--- config.mk ---
export PLATFORM = sky130hd
export DESIGN_NAME = fractional_rate_slot_gate_top
export DESIGN_NICKNAME = d
export VERILOG_FILES = /design/src/hdl/frsg_pkg.sv /design/src/hdl/frsg_div.sv /design/src/hdl/fractional_rate_slot_gate_top.sv
export SDC_FILE = /design/constraint.sdc
export NUM_CORES = 1
export LEC_CHECK = 0
export ABC_AREA = 1
export BUFFER_PORTS_ARGS = -buffer_cell sky130_fd_sc_hd__buf_2
export CAP_MARGIN = 20
export CORE_MARGIN = 5
export CORE_UTILIZATION = 45
export DETAILED_ROUTE_END_ITERATION = 12
export GPL_TIMING_DRIVEN = 0
export PLACE_DENSITY = 0.66
export SETUP_SLACK_MARGIN = 0.02
export SYNTH_ARGS = -nofsm -noshare
export SYNTH_HDL_FRONTEND = slang
export SYNTH_SLANG_ARGS = --single-unit
--- constraint.sdc ---
create_clock -name clk -period 7.5 [get_ports clk]
set_clock_uncertainty 0.2 [all_clocks]
set_input_delay 1.5 -clock clk [delete_from_list [all_inputs] [get_ports clk]]
set_output_delay 1.5 -clock clk [all_outputs]
set_load 0.05 [all_outputs]
--- src/hdl/frsg_pkg.sv ---
`default_nettype none

package frsg_pkg;

    localparam int RATE_INT_BITS        = 10;
    localparam int RATE_FRAC_BITS_DEF   = 16;
    localparam int CREDIT_FRAC_BITS_DEF = 32;
    localparam int INTERVAL_BITS_DEF    = 32;

    typedef enum logic
    {
        PACE_CREDIT = 1'b0,
        PACE_EVEN   = 1'b1
    } pace_mode_t;

    // Divider status toward the controller
    typedef struct packed
    {
        logic done;
        logic rem_nz;
    } frsg_div_stat_t;

endpackage

`default_nettype wire

--- src/hdl/frsg_div.sv ---
`default_nettype none

// Radix-2 restoring divider, one quotient bit per cycle.
// Integer form (int_mode=1): num / den over RW steps, numerator shifted in.
// Fraction form (int_mode=0): num * 2^CFB / den over CFB steps, needs num < den.
module frsg_div #(
    parameter int RW  = 26,
    parameter int CFB = 32
) (
    input  wire logic                   clk,
    input  wire logic                   rst_n,
    input  wire logic                   start,
    input  wire logic                   int_mode,
    input  wire logic [RW-1:0]          num,
    input  wire logic [RW-1:0]          den,
    output logic [((CFB > RW) ? CFB : RW)-1:0] quotient,
    output frsg_pkg::frsg_div_stat_t    stat
);
    import frsg_pkg::*;

    localparam int QW   = (CFB > RW) ? CFB : RW;
    localparam int CNTW = $clog2(QW + 1);

    logic [RW-1:0]   r_reg, r_next;
    logic [RW-1:0]   n_reg, n_next;
    logic [RW-1:0]   d_reg, d_next;
    logic [QW-1:0]   q_reg, q_next;
    logic [CNTW-1:0] cnt_reg, cnt_next;
    logic            busy_reg, busy_next;
    logic            done_reg, done_next;
    logic [RW:0]     trial;
    logic            ge;

    always_comb
    begin
        trial     = {r_reg, n_reg[RW-1]};
        ge        = (trial >= {1'b0, d_reg});
        r_next    = r_reg;
        n_next    = n_reg;
        d_next    = d_reg;
        q_next    = q_reg;
        cnt_next  = cnt_reg;
        busy_next = busy_reg;
        done_next = 1'b0;
        if (start)
        begin
            d_next    = den;
            q_next    = '0;
            busy_next = 1'b1;
            if (int_mode)
            begin
                r_next   = '0;
                n_next   = num;
                cnt_next = CNTW'(RW);
            end
            else
            begin
                r_next   = num;
                n_next   = '0;
                cnt_next = CNTW'(CFB);
            end
        end
        else if (busy_reg)
        begin
            r_next   = ge ? RW'(trial - {1'b0, d_reg}) : trial[RW-1:0];
            n_next   = {n_reg[RW-2:0], 1'b0};
            q_next   = {q_reg[QW-2:0], ge};
            cnt_next = cnt_reg - CNTW'(1);
            if (cnt_reg == CNTW'(1))
            begin
                busy_next = 1'b0;
                done_next = 1'b1;
            end
        end
    end

    always_ff @(posedge clk or negedge rst_n)
    begin
        if (!rst_n)
        begin
            busy_reg <= 1'b0;
            done_reg <= 1'b0;
            cnt_reg  <= '0;
        end
        else
        begin
            busy_reg <= busy_next;
            done_reg <= done_next;
            cnt_reg  <= cnt_next;
        end
    end

    always_ff @(posedge clk)
    begin
        r_reg <= r_next;
        n_reg <= n_next;
        d_reg <= d_next;
        q_reg <= q_next;
    end

    assign quotient    = q_reg;
    assign stat.done   = done_reg;
    assign stat.rem_nz = |r_reg;

endmodule

`default_nettype wire

--- src/hdl/fractional_rate_slot_gate_top.sv ---
`default_nettype none

// Channel   Handshake              Payload
// in        in_valid / in_stall    permit_rate, slot_rate, restart
// out       out_valid / out_stall  allow_slot
// cfg       cfg_we                 cfg_data (pacing mode)
//
// Paced slots go through a bit-serial divider; a new item is taken only once the
// previous one has left the write state. Pass-through and zero-rate slots skip the
// divider and go straight to the write state.
// Reset clears all pacing state and the mode register, and empties the output.
// The output register holds a result while out_stall is high; the next item is
// taken meanwhile and waits for the output register before it is delivered.
module fractional_rate_slot_gate_top #(
    parameter int RATE_FRAC_BITS   = frsg_pkg::RATE_FRAC_BITS_DEF,
    parameter int CREDIT_FRAC_BITS = frsg_pkg::CREDIT_FRAC_BITS_DEF,
    parameter int INTERVAL_BITS    = frsg_pkg::INTERVAL_BITS_DEF
) (
    input  wire logic                                          clk,
    input  wire logic                                          rst_n,
    input  wire logic                                          cfg_we,
    input  wire logic                                          cfg_data,
    input  wire logic                                          in_valid,
    output logic                                               in_stall,
    input  wire logic [frsg_pkg::RATE_INT_BITS+RATE_FRAC_BITS-1:0] permit_rate,
    input  wire logic [frsg_pkg::RATE_INT_BITS+RATE_FRAC_BITS-1:0] slot_rate,
    input  wire logic                                          restart,
    output logic                                               out_valid,
    input  wire logic                                          out_stall,
    output logic                                               allow_slot
);
    import frsg_pkg::*;

    localparam int RW  = RATE_INT_BITS + RATE_FRAC_BITS;
    localparam int CFB = CREDIT_FRAC_BITS;
    localparam int IB  = INTERVAL_BITS;
    localparam int QW  = (CFB > RW) ? CFB : RW;
    localparam int CW  = CFB + 2;
    localparam int EW  = ((RW > IB) ? RW : IB) + 1;

    localparam logic [CW-1:0] CREDIT_ONE   = CW'(1) << CFB;
    localparam logic [EW-1:0] INTERVAL_MAX = {{(EW-IB){1'b0}}, {IB{1'b1}}};

    typedef enum logic [1:0]
    {
        ST_IDLE,
        ST_DIV,
        ST_WRITE
    } state_t;

    state_t          state_reg, state_next;
    pace_mode_t      mode_reg, mode_next;
    logic [CW-1:0]   credit_reg, credit_next;
    logic            credit_started_reg, credit_started_next;
    logic [IB-1:0]   phase_reg, phase_next;
    logic [IB-1:0]   interval_reg, interval_next;
    logic            interval_started_reg, interval_started_next;
    logic            res_reg, res_next;
    logic            out_valid_reg, out_valid_next;
    logic            allow_reg, allow_next;

    logic            accept;
    logic            pass;
    logic            div_start;
    logic [QW-1:0]   quotient;
    frsg_div_stat_t  div_stat;

    logic [CW-1:0]   ratio;
    logic [CW-1:0]   credit_sum;
    logic [CW-1:0]   credit_left;
    logic [EW-1:0]   interval_raw;
    logic [IB-1:0]   interval_c;
    logic [IB-1:0]   phase_base;
    logic [IB:0]     phase_inc;

    assign accept    = in_valid && (state_reg == ST_IDLE);
    assign pass      = (slot_rate == '0) || (permit_rate >= slot_rate);
    assign div_start = accept && !pass && (permit_rate != '0);

    frsg_div #(
        .RW  (RW),
        .CFB (CFB)
    ) u_div (
        .clk      (clk),
        .rst_n    (rst_n),
        .start    (div_start),
        .int_mode (mode_reg == PACE_EVEN),
        .num      ((mode_reg == PACE_EVEN) ? slot_rate : permit_rate),
        .den      ((mode_reg == PACE_EVEN) ? permit_rate : slot_rate),
        .quotient (quotient),
        .stat     (div_stat)
    );

    // Credit path: a fresh credit plus the ratio is exactly one
    always_comb
    begin
        ratio       = CW'(quotient[CFB-1:0]);
        credit_sum  = credit_started_reg ? (credit_reg + ratio) : CREDIT_ONE;
        credit_left = credit_sum - CREDIT_ONE;
        if (credit_left > CREDIT_ONE)
        begin
            credit_left = CREDIT_ONE;
        end
    end

    // Even path: ceiling of the quotient, clamped to one and the interval range
    always_comb
    begin
        interval_raw = EW'(quotient[RW-1:0]) + EW'(div_stat.rem_nz);
        if (interval_raw > INTERVAL_MAX)
        begin
            interval_c = IB'(INTERVAL_MAX);
        end
        else if (interval_raw == '0)
        begin
            interval_c = IB'(1);
        end
        else
        begin
            interval_c = interval_raw[IB-1:0];
        end
        phase_base = (!interval_started_reg || (interval_reg != interval_c)) ? '0 : phase_reg;
        phase_inc  = {1'b0, phase_base} + (IB+1)'(1);
    end

    always_comb
    begin
        state_next            = state_reg;
        mode_next             = mode_reg;
        credit_next           = credit_reg;
        credit_started_next   = credit_started_reg;
        phase_next            = phase_reg;
        interval_next         = interval_reg;
        interval_started_next = interval_started_reg;
        res_next              = res_reg;
        out_valid_next        = out_valid_reg;
        allow_next            = allow_reg;

        if (cfg_we)
        begin
            mode_next = pace_mode_t'(cfg_data);
        end

        // drop the delivered item
        if (out_valid_reg && !out_stall)
        begin
            out_valid_next = 1'b0;
        end

        case (state_reg)
            ST_IDLE:
            begin
                if (accept)
                begin
                    if (restart)
                    begin
                        credit_next           = '0;
                        credit_started_next   = 1'b0;
                        phase_next            = '0;
                        interval_next         = '0;
                        interval_started_next = 1'b0;
                    end
                    if (pass)
                    begin
                        if (mode_reg == PACE_EVEN)
                        begin
                            phase_next            = '0;
                            interval_next         = '0;
                            interval_started_next = 1'b0;
                        end
                        else
                        begin
                            credit_next         = '0;
                            credit_started_next = 1'b0;
                        end
                        res_next   = 1'b1;
                        state_next = ST_WRITE;
                    end
                    else if (permit_rate == '0)
                    begin
                        res_next   = 1'b0;
                        state_next = ST_WRITE;
                    end
                    else
                    begin
                        state_next = ST_DIV;
                    end
                end
            end
            ST_DIV:
            begin
                if (div_stat.done)
                begin
                    if (mode_reg == PACE_EVEN)
                    begin
                        interval_next         = interval_c;
                        interval_started_next = 1'b1;
                        res_next              = (phase_base == '0);
                        phase_next            = (phase_inc >= {1'b0, interval_c}) ?
                                                '0 : phase_inc[IB-1:0];
                    end
                    else
                    begin
                        credit_started_next = 1'b1;
                        if (credit_sum < CREDIT_ONE)
                        begin
                            credit_next = credit_sum;
                            res_next    = 1'b0;
                        end
                        else
                        begin
                            credit_next = credit_left;
                            res_next    = 1'b1;
                        end
                    end
                    state_next = ST_WRITE;
                end
            end
            ST_WRITE:
            begin
                // hold until the output register is free
                if (!out_valid_reg || !out_stall)
                begin
                    out_valid_next = 1'b1;
                    allow_next     = res_reg;
                    state_next     = ST_IDLE;
                end
            end
            default:
            begin
                state_next = ST_IDLE;
            end
        endcase
    end

    always_ff @(posedge clk or negedge rst_n)
    begin
        if (!rst_n)
        begin
            state_reg            <= ST_IDLE;
            mode_reg             <= PACE_CREDIT;
            credit_reg           <= '0;
            credit_started_reg   <= 1'b0;
            phase_reg            <= '0;
            interval_reg         <= '0;
            interval_started_reg <= 1'b0;
            res_reg              <= 1'b0;
            out_valid_reg        <= 1'b0;
            allow_reg            <= 1'b0;
        end
        else
        begin
            state_reg            <= state_next;
            mode_reg             <= mode_next;
            credit_reg           <= credit_next;
            credit_started_reg   <= credit_started_next;
            phase_reg            <= phase_next;
            interval_reg         <= interval_next;
            interval_started_reg <= interval_started_next;
            res_reg              <= res_next;
            out_valid_reg        <= out_valid_next;
            allow_reg            <= allow_next;
        end
    end

    assign in_stall   = (state_reg != ST_IDLE);
    assign out_valid  = out_valid_reg;
    assign allow_slot = allow_reg;

endmodule

`default_nettype wire

==> run_results.csv <==
group,metric,value,unit
run_status,status,"finished clean",
timing,tightest_slew,805,ps
cells_and_area,drive_above_1_share,0.0909,
detailed_routing,wl,52700,microns
worst_setup_path,cp.arrival,7380,ps
cells_and_area,largest_reg_flops,34,
detailed_routing,wl_per_cell,17.0,microns
clock_tree,cts_tree,"yes",
detailed_routing,vias_per_cell,5.52,
synth,avgSynthCellArea,7.06,sq um
power_and_ir_drop,p_leak,0.00916,uW
worst_setup_path,cp_max_fo,7,
floorplanning,fp-row-count,71,
placed_design,port_buffers,61,
floorplanning,chipHeight,206,microns
global_routing,overflow,0,
global_routing,grt_max_degree,86,
synth,seq_area_frac_synth,0.338,
clock_tree,clk_pin_slew,60,ps
detailed_routing,ant_nets,0,
floorplanning,fp.coreArea,37800,sq um
synth,ys_async_sr_fraction,0.509,
worst_hold_path,hp-class,"reg -> reg",
synth,syn_area,17300,sq um
synth,ys.flop_type,"dfrtp_1",
detailed_routing,via_count,17100,
power_and_ir_drop,p_total,7810,uW
timing,final.setup.tns,0,ps
timing,final.min_clock_period,7080,ps
worst_setup_path,slowest_delay,430,ps
global_routing,antenna_found_initial,2,
worst_setup_path,critPathLaunchType,"register",
synth,ys_ff_latch,224,
global_routing,grt_pass1_wl,84800,microns
detailed_routing,drcViolationCount,0,
clock_tree,cts_inserted_buffers,28,
timing,slew_headroom,0.458,
timing,timing.final.crit_share,0.944,
timing,setup_slack,416,ps
timing,setup_viol,0,
synth,synth_nets,2625,
cells_and_area,final_core_util,0.518,
placed_design,placed_cell_area,18300,sq um
worst_setup_path,ff2ff_path_depth,48,
global_routing,grt_pass1_vias,16400,
placed_design,dpl_worst_slack,-1190,ps
worst_setup_path,cp_common_cell,"nand2_1",
cells_and_area,final_cell_area,19600,sq um
cells_and_area,diodes,0,
worst_setup_path,crit_path_end_kind,"register",
cells_and_area,fillers,3766,
detailed_routing,drt_pass1_iterations,5,
detailed_routing,first_iter_violations,1186,
floorplanning,die_area,42400,sq um
worst_setup_path,worstSetupPathType,"reg -> reg",
synth,synth_cell_types,58,
power_and_ir_drop,vdd_drop_max,0.198,mV
worst_setup_path,cp_slowest_cell,"edfxtp_1",
cells_and_area,finalNetCount,2742,
synth,synth_edf_count,78,
placed_design,finalWeightedCongestion,0.971,
timing,report.final.slew_viol_count,0,
clock_tree,clk_latency,570,ps
clock_tree,root_buffer,"clkbuf_16",
clock_tree,clock-sinks,224,
global_routing,track_usage,0.245,
flow_run,drv_cap,0,
synth,synth_cells,2445,
timing,fmax,141,MHz
floorplanning,pin_count,62,
clock_tree,clockBufferDepth,3,
cells_and_area,syn2layout_area_growth,13.3,%
placed_design,dp_hpwl,40700,microns
power_and_ir_drop,p_per_area,400,nW/um^2
floorplanning,die_x,206,microns
timing,hold_viol_final,0,
worst_hold_path,hold_path_depth,2,
floorplanning,start_util,0.457,
synth,ys_warn_count,0,
worst_setup_path,worstPathRequired,7790,ps
clock_tree,htree_levels,1,
report_power, final:
group | total (uW) | switching [uW] | internal, uW
combinational | 4430 | 2900 | 1520
clock | 1290 | 559 | 728
sequential | 2100 | 337 | 1760
worst paths after layout:
| kind | from | end | slack (ps) |
|---|---|---|---|
| worst max register to register | u_div.r_reg[12] | phase_reg[2] | 420 |
| max in group asynchronous | rst_n | interval_reg[18] | 5700 |
| worst max-delay path | u_div.r_reg[12] | phase_reg[2] | 420 |
| min in group asynchronous | rst_n | credit_reg[19] | 610 |
| worst min-delay path | u_div.quotient[31] | u_div.quotient[31] | 290 |
| worst min register to register | u_div.quotient[31] | u_div.quotient[31] | 290 |
kinds of logic after synthesis:
group,Yosys count,synth area share
AO/OA/AOI/OAI,451,0.154
XOR/XNOR,51,0.0259
adder cells (fa/ha/maj),121,0.0886
buffers and inverters,444,0.0999
flip-flops,224,0.338
AND/OR/NAND/NOR,1154,0.294
synthesized netlist by cell type, types with 32 or more instances:
master	n	area [sq um]
nor3_1	33	165
a21oi_1	100	500
ha_1	119	1490
xor2_1	35	307
edfxtp_1	78	2340
nand4_1	68	425
clkbuf_1	58	218
a31oi_1	39	244
inv_1	361	1360
a22oi_1	66	495
o21ai_0	159	796
nor2_1	276	1040
nand2_1	556	2090
dfxtp_1	32	641
nand3_1	121	606
dfrtp_1	114	2850
stage by stage:
stage	hold slack, ps	instances
finish	287	3095
CTS	283	3087
floorplan	249	2445
global route	320	3095
detailed placement	269	3019
global placement	267	3017
cells in the final DEF (no fill, tap or decap), types with 9 or more instances in the layout:
master	n
xor2_1	30
nand3b_1	9
nor3_1	32
nor2_1	272
nand3_1	120
inv_1	357
edfxtp_1	78
o211ai_1	15
dfxtp_1	32
ha_1	116
o21ai_0	157
nor2_2	17
clkbuf_1	63
xnor2_1	15
nor4_1	23
buf_2	63
buf_4	25
nand4_1	68
or2_2	12
o22ai_1	30
a22oi_1	66
nand2_1	547
dfrtp_1	114
clkbuf_16	30
a31oi_1	38
a21oi_1	100
nand2_2	14
clkinv_2	9
critical path: cells and delay by family (launching register included):
kind	cells	cell delay, ps
simple gates	34	4020
fa+ha+maj	4	950
compound gates	4	630
buf+inv	5	510
flops	1	430
xor+xnor	1	270
routing by layer:
| metal | global-route usage | part of all wire |
|---|---|---|
| met3 | 0.0326 | 0.060 |
| met1 | 0.333 | 0.45 |
| met5 | 0 | 0.00042 |
| met2 | 0.406 | 0.46 |
| met4 | 0.0825 | 0.036 |
final cells by class:
type	count	area, sq um	share of cell area
multi-input combinational	1777	9920	0.507
sequential	224	5840	0.298
inverter	371	1410	0.0718
clock buffer	36	773	0.0395
tap	511	639	0.0327
timing repair buffer	88	564	0.0289
buffer	72	329	0.0168
clock inverter	16	93.8	0.00480
what timing repair did:
| action | in CTS | in global routing |
|---|---|---|
| buffers inserted | 14 | 9 |
| endpoints found under the setup margin | 27 | 27 |
| pin swaps | 13 | 15 |
| cloned | 2 | 0 |
| hold endpoints to repair | 0 | 0 |
| resized for setup | 29 | 28 |
| hold buffers | 0 | 0 |
No activity file was read; power rests on OpenSTA's default activity.
